## src/rtl/otsa_pkg.sv

```systemverilog
`default_nettype none
package otsa_pkg;

  localparam int SLOTS = 64;
  localparam int AW    = 6;
  localparam int CW    = 7;
  localparam int OW    = 31;

  localparam logic [2:0] FN_ALLOC_FIRST = 3'd0;
  localparam logic [2:0] FN_ALLOC_AT    = 3'd1;
  localparam logic [2:0] FN_FREE_SLOT   = 3'd2;
  localparam logic [2:0] FN_FREE_OWNER  = 3'd3;
  localparam logic [2:0] FN_QUERY       = 3'd4;
  localparam logic [2:0] FN_GROUP       = 3'd5;

  typedef logic [CW-1:0] cnt_t;
  typedef logic [OW-1:0] owner_t;

  typedef struct packed {
    logic          en;
    logic [AW-1:0] addr;
    owner_t        data;
  } tbl_wr_t;

endpackage
`default_nettype wire

```

## src/rtl/otsa_if.sv

```systemverilog
`default_nettype none
interface otsa_req_if import otsa_pkg::*; ();
  logic       valid;
  logic       ready;
  logic [2:0] func;
  cnt_t       slot;
  owner_t     owner;
  cnt_t       group_count;
  logic       group_first;

  modport source (output valid, func, slot, owner, group_count, group_first, input ready);
  modport sink (input valid, func, slot, owner, group_count, group_first, output ready);
endinterface

interface otsa_rsp_if import otsa_pkg::*; ();
  logic   valid;
  logic   ready;
  logic   status;
  cnt_t   slot_out;
  owner_t owner_out;
  cnt_t   occupied_count;
  cnt_t   free_count;
  cnt_t   group_placed;

  modport source (output valid, status, slot_out, owner_out, occupied_count, free_count,
                  group_placed, input ready);
  modport sink (input valid, status, slot_out, owner_out, occupied_count, free_count,
                group_placed, output ready);
endinterface

interface otsa_cfg_if import otsa_pkg::*; ();
  logic valid;
  logic ready;
  cnt_t capacity;

  modport source (output valid, capacity, input ready);
  modport sink (input valid, capacity, output ready);
endinterface
`default_nettype wire

```

## src/rtl/owner_tagged_slot_allocator_unit.sv

```systemverilog
// Owner-tagged slot allocator: a table of up to 64 slots, each free or held by
// a nonzero 31-bit owner id.
// Channels (valid/ready, a word moves when both are high):
//   req - one operation per word: func, slot, owner, group_count, group_first.
//   rsp - one result word per request: status, slot_out, owner_out,
//         occupied_count, free_count, group_placed.
//   cfg - capacity write; taken only while the unit is idle. It empties
//         the table and closes any open group.
// Flow: a request is taken only when the unit is idle. Requests refused up
// front go from the start state straight to the final state; slot-addressed
// operations (alloc at, free slot, query) pass through the check state. A new
// request is taken only after the last result has moved to the output register.
// First-free, free-by-owner and group allocation scan the table one entry per
// cycle through the single read port of the owner memory, up to the first hit
// or the last slot within capacity.
// The result sits in an output register; the next request can be taken while
// it waits. If a second result finishes before the first is taken, the unit
// holds in its final state and takes nothing new until rsp drains.
// Reset: capacity 0 (every request refused), table empty, no open group.
`default_nettype none
module owner_tagged_slot_allocator_unit import otsa_pkg::*; (
  input wire logic   clk,
  input wire logic   rst,
  otsa_req_if.sink   req,
  otsa_rsp_if.source rsp,
  otsa_cfg_if.sink   cfg
);

  localparam logic [2:0] ST_IDLE  = 3'd0;
  localparam logic [2:0] ST_START = 3'd1;
  localparam logic [2:0] ST_CHK   = 3'd2;
  localparam logic [2:0] ST_SCAN  = 3'd3;
  localparam logic [2:0] ST_FIN   = 3'd4;

  logic [2:0] state;
  cnt_t       capacity;
  cnt_t       occupied;
  logic       group_accepted;
  cnt_t       group_done;
  cnt_t       group_size;

  logic [2:0] f_fn;
  cnt_t       f_slot;
  owner_t     f_owner;
  cnt_t       f_gcount;
  logic       f_gfirst;

  cnt_t   idx;
  cnt_t   chk;
  logic   chk_v;
  logic   res_ok;
  cnt_t   res_slot;
  owner_t res_owner;

  logic   rsp_valid;
  logic   rsp_load;

  cnt_t          cap_eff;
  cnt_t          freec;
  cnt_t          slot_m1;
  logic          slot_ok;
  logic          scan_hit;
  logic          scan_end;
  logic          chk_ok;
  logic          cfg_fire;
  logic          acc_n;
  cnt_t          size_n;
  cnt_t          done_n;
  tbl_wr_t       wr;
  logic [AW-1:0] rd_addr;
  owner_t        rd_data;

  otsa_table u_table (
    .clk     (clk),
    .rst     (rst),
    .clr     (cfg_fire),
    .wr      (wr),
    .rd_addr (rd_addr),
    .rd_data (rd_data)
  );

  assign cap_eff  = (capacity > CW'(SLOTS)) ? CW'(SLOTS) : capacity;
  assign freec    = cap_eff - occupied;
  assign slot_m1  = f_slot - CW'(1);
  assign slot_ok  = (cap_eff != '0) && (f_slot != '0) && (f_slot <= cap_eff);
  assign cfg_fire = cfg.valid && cfg.ready;
  assign rsp_load = (state == ST_FIN) && (!rsp_valid || rsp.ready);

  assign cfg.ready = (state == ST_IDLE);
  assign req.ready = (state == ST_IDLE) && !cfg.valid;
  assign rsp.valid = rsp_valid;

  always_comb begin
    scan_hit = chk_v && ((f_fn == FN_FREE_OWNER) ? (rd_data == f_owner) : (rd_data == '0));
    scan_end = chk_v && (chk == cap_eff - CW'(1));
    case (f_fn)
      FN_ALLOC_AT:  chk_ok = (rd_data == '0);
      FN_FREE_SLOT: chk_ok = (rd_data != '0);
      default:      chk_ok = 1'b1;
    endcase

    // group state as seen by this item after a first-item restart
    if (f_gfirst) begin
      acc_n  = (cap_eff != '0) && (f_owner != '0) && (f_gcount != '0) && (f_gcount <= freec);
      size_n = acc_n ? f_gcount : '0;
      done_n = '0;
    end else begin
      acc_n  = group_accepted;
      size_n = group_size;
      done_n = group_done;
    end

    wr = '0;
    if (state == ST_SCAN && scan_hit) begin
      wr.en   = 1'b1;
      wr.addr = chk[AW-1:0];
      wr.data = (f_fn == FN_FREE_OWNER) ? '0 : f_owner;
    end else if (state == ST_CHK && chk_ok && f_fn != FN_QUERY) begin
      wr.en   = 1'b1;
      wr.addr = slot_m1[AW-1:0];
      wr.data = (f_fn == FN_ALLOC_AT) ? f_owner : '0;
    end

    rd_addr = (state == ST_START) ? slot_m1[AW-1:0] : idx[AW-1:0];
  end

  always_ff @(posedge clk) begin
    if (rst) begin
      state          <= ST_IDLE;
      capacity       <= '0;
      occupied       <= '0;
      group_accepted <= 1'b0;
      group_done     <= '0;
      group_size     <= '0;
      rsp_valid      <= 1'b0;
    end else begin
      if (rsp_load) begin
        rsp_valid <= 1'b1;
      end else if (rsp.ready) begin
        rsp_valid <= 1'b0;
      end
      case (state)
        ST_IDLE: begin
          if (cfg_fire) begin
            capacity       <= cfg.capacity;
            occupied       <= '0;
            group_accepted <= 1'b0;
            group_done     <= '0;
            group_size     <= '0;
          end else if (req.valid) begin
            state <= ST_START;
          end
        end
        ST_START: begin
          idx       <= '0;
          chk_v     <= 1'b0;
          res_ok    <= 1'b0;
          res_slot  <= '0;
          res_owner <= '0;
          case (f_fn)
            FN_ALLOC_FIRST: begin
              state <= (cap_eff != '0 && f_owner != '0 && freec != '0) ? ST_SCAN : ST_FIN;
            end
            FN_ALLOC_AT: begin
              state <= (slot_ok && f_owner != '0) ? ST_CHK : ST_FIN;
            end
            FN_FREE_SLOT, FN_QUERY: begin
              state <= slot_ok ? ST_CHK : ST_FIN;
            end
            FN_FREE_OWNER: begin
              state <= (cap_eff != '0 && f_owner != '0) ? ST_SCAN : ST_FIN;
            end
            FN_GROUP: begin
              group_accepted <= acc_n;
              group_size     <= size_n;
              group_done     <= done_n;
              if (acc_n && f_owner != '0 && freec != '0 && done_n < size_n) begin
                state <= ST_SCAN;
              end else begin
                state <= ST_FIN;
              end
            end
            default: begin
              state <= ST_FIN;
            end
          endcase
        end
        ST_CHK: begin
          if (chk_ok) begin
            case (f_fn)
              FN_ALLOC_AT: begin
                occupied <= occupied + CW'(1);
                res_slot <= f_slot;
              end
              FN_FREE_SLOT: begin
                occupied  <= occupied - CW'(1);
                res_slot  <= f_slot;
                res_owner <= rd_data;
              end
              default: begin
                res_owner <= rd_data;
              end
            endcase
          end
          res_ok <= chk_ok;
          state  <= ST_FIN;
        end
        ST_SCAN: begin
          if (scan_hit) begin
            res_ok   <= 1'b1;
            res_slot <= chk + CW'(1);
            if (f_fn == FN_FREE_OWNER) begin
              res_owner <= f_owner;
              occupied  <= occupied - CW'(1);
            end else begin
              occupied <= occupied + CW'(1);
              if (f_fn == FN_GROUP) begin
                group_done <= group_done + CW'(1);
                if (group_done + CW'(1) >= group_size) begin
                  group_accepted <= 1'b0;
                end
              end
            end
            state <= ST_FIN;
          end else if (scan_end) begin
            state <= ST_FIN;
          end else begin
            chk_v <= (idx < cap_eff);
            chk   <= idx;
            idx   <= idx + CW'(1);
          end
        end
        ST_FIN: begin
          if (rsp_load) begin
            state <= ST_IDLE;
          end
        end
        default: begin
          state <= ST_IDLE;
        end
      endcase
    end
  end

  // payload registers
  always_ff @(posedge clk) begin
    if (state == ST_IDLE && req.valid && req.ready) begin
      f_fn      <= req.func;
      f_slot    <= req.slot;
      f_owner   <= req.owner;
      f_gcount  <= req.group_count;
      f_gfirst  <= req.group_first;
    end
    if (rsp_load) begin
      rsp.status         <= !res_ok;
      rsp.slot_out       <= res_ok ? res_slot : '0;
      rsp.owner_out      <= res_ok ? res_owner : '0;
      rsp.occupied_count <= occupied;
      rsp.free_count     <= cap_eff - occupied;
      rsp.group_placed   <= group_done;
    end
  end

`ifndef ASSERT_OFF
  a_occ_le_cap: assert property (@(posedge clk) disable iff (rst)
    occupied <= cap_eff)
    else $error("occupied count above capacity");

  a_group_open: assert property (@(posedge clk) disable iff (rst)
    group_accepted |-> (group_done < group_size))
    else $error("open group already complete");

  a_scan_range: assert property (@(posedge clk) disable iff (rst)
    (state == ST_SCAN && chk_v) |-> (chk < cap_eff))
    else $error("scan beyond capacity");

  a_cfg_clear: assert property (@(posedge clk) disable iff (rst)
    cfg_fire |=> (occupied == '0 && !group_accepted))
    else $error("capacity write did not clear state");
`endif

endmodule
`default_nettype wire

```

## src/rtl/otsa_table.sv

```systemverilog
`default_nettype none
module otsa_table import otsa_pkg::*; (
  input  wire logic          clk,
  input  wire logic          rst,
  input  wire logic          clr,
  input  wire tbl_wr_t       wr,
  input  wire logic [AW-1:0] rd_addr,
  output owner_t             rd_data
);

  owner_t           mem [SLOTS];
  logic [SLOTS-1:0] vld;
  owner_t           rd_q;
  logic             rd_vld;

  always_ff @(posedge clk) begin
    if (wr.en) begin
      mem[wr.addr] <= wr.data;
    end
    rd_q <= mem[rd_addr];
  end

  always_ff @(posedge clk) begin
    if (rst || clr) begin
      vld    <= '0;
      rd_vld <= 1'b0;
    end else begin
      if (wr.en) begin
        vld[wr.addr] <= 1'b1;
      end
      rd_vld <= vld[rd_addr];
    end
  end

  // never-written entries read as free
  assign rd_data = rd_vld ? rd_q : '0;

endmodule
`default_nettype wire

```

## src/flat_wrapper.sv

```systemverilog
// flat-port wrapper written by rule: the top's interface ports become plain ports
module owner_tagged_slot_allocator_unit_flat import otsa_pkg::*;
  (clk, rst, req_valid, req_func, req_slot, req_owner, req_group_count, req_group_first, req_ready, rsp_valid, rsp_status, rsp_slot_out, rsp_owner_out, rsp_occupied_count, rsp_free_count, rsp_group_placed, rsp_ready, cfg_valid, cfg_capacity, cfg_ready);
  otsa_req_if req_i ();
  otsa_rsp_if rsp_i ();
  otsa_cfg_if cfg_i ();
  input wire logic clk;
  input wire logic rst;
  input wire logic [$bits(req_i.valid)-1:0] req_valid;
  input wire logic [$bits(req_i.func)-1:0] req_func;
  input wire logic [$bits(req_i.slot)-1:0] req_slot;
  input wire logic [$bits(req_i.owner)-1:0] req_owner;
  input wire logic [$bits(req_i.group_count)-1:0] req_group_count;
  input wire logic [$bits(req_i.group_first)-1:0] req_group_first;
  output wire logic [$bits(req_i.ready)-1:0] req_ready;
  output wire logic [$bits(rsp_i.valid)-1:0] rsp_valid;
  output wire logic [$bits(rsp_i.status)-1:0] rsp_status;
  output wire logic [$bits(rsp_i.slot_out)-1:0] rsp_slot_out;
  output wire logic [$bits(rsp_i.owner_out)-1:0] rsp_owner_out;
  output wire logic [$bits(rsp_i.occupied_count)-1:0] rsp_occupied_count;
  output wire logic [$bits(rsp_i.free_count)-1:0] rsp_free_count;
  output wire logic [$bits(rsp_i.group_placed)-1:0] rsp_group_placed;
  input wire logic [$bits(rsp_i.ready)-1:0] rsp_ready;
  input wire logic [$bits(cfg_i.valid)-1:0] cfg_valid;
  input wire logic [$bits(cfg_i.capacity)-1:0] cfg_capacity;
  output wire logic [$bits(cfg_i.ready)-1:0] cfg_ready;
  assign req_i.valid = req_valid;
  assign req_i.func = req_func;
  assign req_i.slot = req_slot;
  assign req_i.owner = req_owner;
  assign req_i.group_count = req_group_count;
  assign req_i.group_first = req_group_first;
  assign req_ready = req_i.ready;
  assign rsp_valid = rsp_i.valid;
  assign rsp_status = rsp_i.status;
  assign rsp_slot_out = rsp_i.slot_out;
  assign rsp_owner_out = rsp_i.owner_out;
  assign rsp_occupied_count = rsp_i.occupied_count;
  assign rsp_free_count = rsp_i.free_count;
  assign rsp_group_placed = rsp_i.group_placed;
  assign rsp_i.ready = rsp_ready;
  assign cfg_i.valid = cfg_valid;
  assign cfg_i.capacity = cfg_capacity;
  assign cfg_ready = cfg_i.ready;
  owner_tagged_slot_allocator_unit u_core (.clk(clk), .rst(rst), .req(req_i), .rsp(rsp_i), .cfg(cfg_i));
endmodule
```

## config.mk

```make
export PLATFORM = sky130hd
export DESIGN_NAME = owner_tagged_slot_allocator_unit_flat
export DESIGN_NICKNAME = d
export VERILOG_FILES = /design/src/rtl/otsa_pkg.sv /design/src/rtl/otsa_if.sv /design/src/rtl/owner_tagged_slot_allocator_unit.sv /design/src/rtl/otsa_table.sv /design/src/flat_wrapper.sv
export SDC_FILE = /design/constraint.sdc
export NUM_CORES = 2
export LEC_CHECK = 0
export ABC_CLOCK_PERIOD_IN_PS = 11600
export BUFFER_PORTS_ARGS = -buffer_cell sky130_fd_sc_hd__buf_4
export CORE_AREA = 2 2 406 408
export DETAILED_ROUTE_END_ITERATION = 6
export DIE_AREA = 0 0 408 410
export HOLD_SLACK_MARGIN = 0.15
export PLACE_DENSITY = 0.71
export SLEW_MARGIN = 20
export SYNTH_ARGS = -nofsm -noshare
export SYNTH_HDL_FRONTEND = slang
export SYNTH_HIERARCHICAL = 1
export SYNTH_SLANG_ARGS = --single-unit
```

## constraint.sdc

```tcl
create_clock -name clk -period 11.6 [get_ports clk]
set_clock_uncertainty 0.2 [all_clocks]
set_input_delay 2.32 -clock clk [delete_from_list [all_inputs] [get_ports clk]]
set_output_delay 2.32 -clock clk [all_outputs]
set_load 0.02 [all_outputs]
```

==> impl_metrics.env <==
export IMPL_yosysTopAreaCell="edfxtp_1"
export IMPL_grt_start_max_net_pins=136
export IMPL_core_mm2=0.163
export IMPL_synth_top_family_by_area="multiplexers"
export IMPL_grtUsageTotal_pct=27.2
export IMPL_whs_path_depth=1
export IMPL_grt_pass1_vias=44604
export IMPL_r2r_start="u_core/capacity[6]"
export IMPL_cp_end_kind="flip-flop"
export IMPL_synth_edff_count=2147
export IMPL_wl_per_cell_um=32.2
export IMPL_rrSetupSlack_ns=5.13
export IMPL_wl_mm=228
export IMPL_hold_path_class="flip-flop to flip-flop"
export IMPL_synth_mux_area_share_pct=14.1
export IMPL_routed_via_density=6.55
export IMPL_hold_path_end="u_core/u_table/vld[17]"
export IMPL_route_vias_total=46287
export IMPL_root_buffer="clkbuf_16"
export IMPL_worst_slack_ns=5.13
export IMPL_crit_path_cell_trace="nand2b_1 > ha_1 > fa_1 > nand2b_1 > a21oi_1 > o32ai_1 > a311oi_1 > ha_1 > nand4_1 > a21o_1 > a41oi_1 > nor3_2 > a2bb2oi_1 > ha_1 > and3b_1 > o21ai_0 > a21oi_1 > a2111oi_0 > o211ai_1 > nor3_1 > a211oi_1 > a221oi_1"
export IMPL_yosys_warnings=6
export IMPL_preCtsSetupSlack_ns=5.17
export IMPL_antenna_found_initial=8
export IMPL_synth_seq_cells=2276
export IMPL_synth_compound_area_share_pct=4.13
export IMPL_tns_ns=0
export IMPL_ant_nets=0
export IMPL_nets=4789
export IMPL_required_ns=12.15
export IMPL_leakagePower_uw=0.0280
export IMPL_arrival_ns=7.02
export IMPL_clk_latency_ns=0.88
export IMPL_tightest_slew_ns=1.24
export IMPL_peakVddDrop_mv=0.129
export IMPL_numPortBuffers=123
export IMPL_synth_most_common_cell="edfxtp_1"
export IMPL_post_cts_resized=0
export IMPL_syn2layout_area_growth_pct=13.2
export IMPL_final_layout_size_suffix_gt1_share_pct=24.6
export IMPL_drcViolationCount=0
export IMPL_firstDrtPassIters=6
export IMPL_critPathMaxStageDelay_ns=0.55
export IMPL_n_fill_cell=11074
export IMPL_rows=149
export IMPL_synth_flop_cell="edfxtp_1"
export IMPL_drv_cap=0
export IMPL_outcome="complete, no violations"
export IMPL_hold_viol_final=0
export IMPL_die_h_um=410
export IMPL_slew_viol_final=0
export IMPL_async_flop_share_pct=0
export IMPL_slew_headroom_pct=16.4
export IMPL_ys_seq_area_share_pct=75.1
export IMPL_netlist_area_mm2=0.0893
export IMPL_numCtsBuffers=216
export IMPL_syn_avg_cell_area_um2=20.1
export IMPL_synth_cell_types=83
export IMPL_hpwl_mm=134
export IMPL_cts_setup_buffers=0
export IMPL_clk_pin_slew_ns=0.06
export IMPL_synth_cells=4450
export IMPL_die_x_um=408
export IMPL_ctsHoldBuffers=0
export IMPL_gp_congestion=0.924
export IMPL_drt_iter0_markers=6868
export IMPL_post_synth_xor_area_fraction_pct=0.647
export IMPL_fmax_mhz=155
export IMPL_fin_crit_sh_pct=55.8
export IMPL_grt_overflow_total=0
export IMPL_min_delay_start="u_core/u_table/vld[17]"
export IMPL_ios=124
export IMPL_reg2reg_to="u_core/state[1]"
export IMPL_grt_first_pass_wirelength_mm=325
export IMPL_cts_tree="done"
export IMPL_synth_top_area_share_pct=72.2
export IMPL_synth_area_leaders="edfxtp_1 (72%), mux4_2 (12%), dfxtp_1 (2.9%)"
export IMPL_rsz0062_at_grt="false"
export IMPL_fin_crit_ns=6.47
export IMPL_initial_core_util_pct=54.6
export IMPL_dieArea_mm2=0.167
export IMPL_cp_common_cell="ha_1"
export IMPL_synthSimpleGateAreaFrac_pct=3.49
export IMPL_cts_max_level=4
export IMPL_path_class="flip-flop to flip-flop"
export IMPL_synth_adder_area_share_pct=0.681
export IMPL_path_max_fanout=10
export IMPL_cts_sinks=2276
export IMPL_crit_path_top_delay_cell="a2111oi_0"
export IMPL_power_density_mw_per_mm2=166
export IMPL_synthTopCellsByCount="edfxtp_1 (2147), mux4_2 (468), nor2_1 (193)"
export IMPL_start_kind="flip-flop"
export IMPL_rr_worst_depth=22
export IMPL_final_setup_viol_count=0
export IMPL_syn_num_nets=4559
export IMPL_clockBufferDepth=3
state kept, by name, summed over array words and instances, names as in the netlist, 3 cells and up:
| signal | count |
|---|---|
| u_core/u_table/mem | 1984 |
| u_core/u_table/vld | 64 |
| u_core/state | 3 |
| u_core/group_done | 7 |
| u_core/rsp.group_placed | 7 |
| u_core/f_fn | 3 |
| u_core/f_gcount | 7 |
| u_core/u_table/rd_q | 31 |
| u_core/rsp.occupied_count | 7 |
| u_core/res_slot | 7 |
| u_core/rsp.owner_out | 31 |
| u_core/res_owner | 31 |
| u_core/capacity | 7 |
| u_core/rsp.free_count | 7 |
| u_core/occupied | 7 |
| u_core/idx | 7 |
| u_core/f_slot | 7 |
| u_core/chk | 7 |
| u_core/group_size | 7 |
| u_core/f_owner | 31 |
| u_core/rsp.slot_out | 7 |
cell families (layout without fill, tap and decap cells):
group                      after synthesis  count (layout)
DFF                                   2276            2276
muxes                                  657             657
and+or+nand+nor                        606             606
AOI/OAI and AO/OA                      512             512
buffers and inverters                  285             705
xor gates and xnor gates                66              66
adders and majority gates               48              48
other                                    0               6
critical path, delay by kind of cell (launching register included):
family / cells / cell delay [ns]
AOI/OAI and AO/OA: 12 / 2.75
and+or+nand+nor: 6 / 1.61
adders and majority gates: 4 / 1.37
DFF: 1 / 0.41
worst max-delay path by stage:
stage / cells past startpoint / start / end
after CTS: 22 / u_core/capacity[6] / u_core/state[1]
after global routing: 22 / u_core/capacity[6] / u_core/state[1]
after global placement: 22 / u_core/capacity[6] / u_core/state[1]
final: 22 / u_core/capacity[6] / u_core/state[1]
after detailed placement: 22 / u_core/capacity[6] / u_core/state[1]
after floorplan: 13 / u_core/u_table/rd_vld / u_core/u_table/mem[40][0]
final cells by class:
cell class,instances,area (um^2),area share [%]
Sequential cell,2276,67100,66.4
Multi-Input combinational cell,1889,21200,21.0
Clock buffer,324,6200,6.14
Tap cell,2189,2740,2.71
Timing Repair Buffer,248,2490,2.46
Clock inverter,84,1170,1.16
Inverter,49,184,0.182
Antenna cell,6,15.0,0.0149
through the flow:
stage | hold WS (ns) | power [uW] | utilization (%) | area (um^2) | instances
global route | 0.268 | 17200 | 61.8 | 101000 | 7059
floorplan | 0.206 | 9510 | - | 89300 | 4450
CTS | 0.261 | 16900 | 61.6 | 101000 | 7041
finish | 0.260 | 16800 | 61.8 | 101000 | 7065
global placement | 0.238 | 9750 | 56.8 | 92900 | 6615
detailed placement | 0.247 | 9750 | 57.1 | 93300 | 6633
cells in the final DEF, fill, tap and decap left out, types with 47 or more instances in the layout:
cell / instances
buf_4: 203
nor2_4: 64
o21a_1: 72
a22o_1: 51
mux4_2: 468
and2_1: 72
nand2_1: 75
o22ai_1: 84
ha_1: 47
clkbuf_1: 70
a21oi_1: 86
mux2i_1: 169
xnor2_1: 48
edfxtp_1: 2147
dfxtp_1: 128
nor2_1: 129
inv_1: 47
clkbuf_16: 217
layer usage:
| metal | up-vias | track usage [%] | routed length (um) |
|---|---|---|---|
| met5 | - | 0 | 13 |
| met4 | 2 | 9.68 | 8200 |
| met3 | 373 | 5.69 | 27300 |
| met2 | 2876 | 40.4 | 104000 |
| met1 | 24174 | 40.5 | 88800 |
| li1 | 18862 | - | - |
report_power, final:
group / total (uW) / internal [uW] / switching [uW]
combinational: 641 / 238 / 403
sequential: 8940 / 8890 / 53.8
clock: 7210 / 4130 / 3090
total: 16800 / 13300 / 3540
Note: power is estimated with default switching activity, not from simulation.
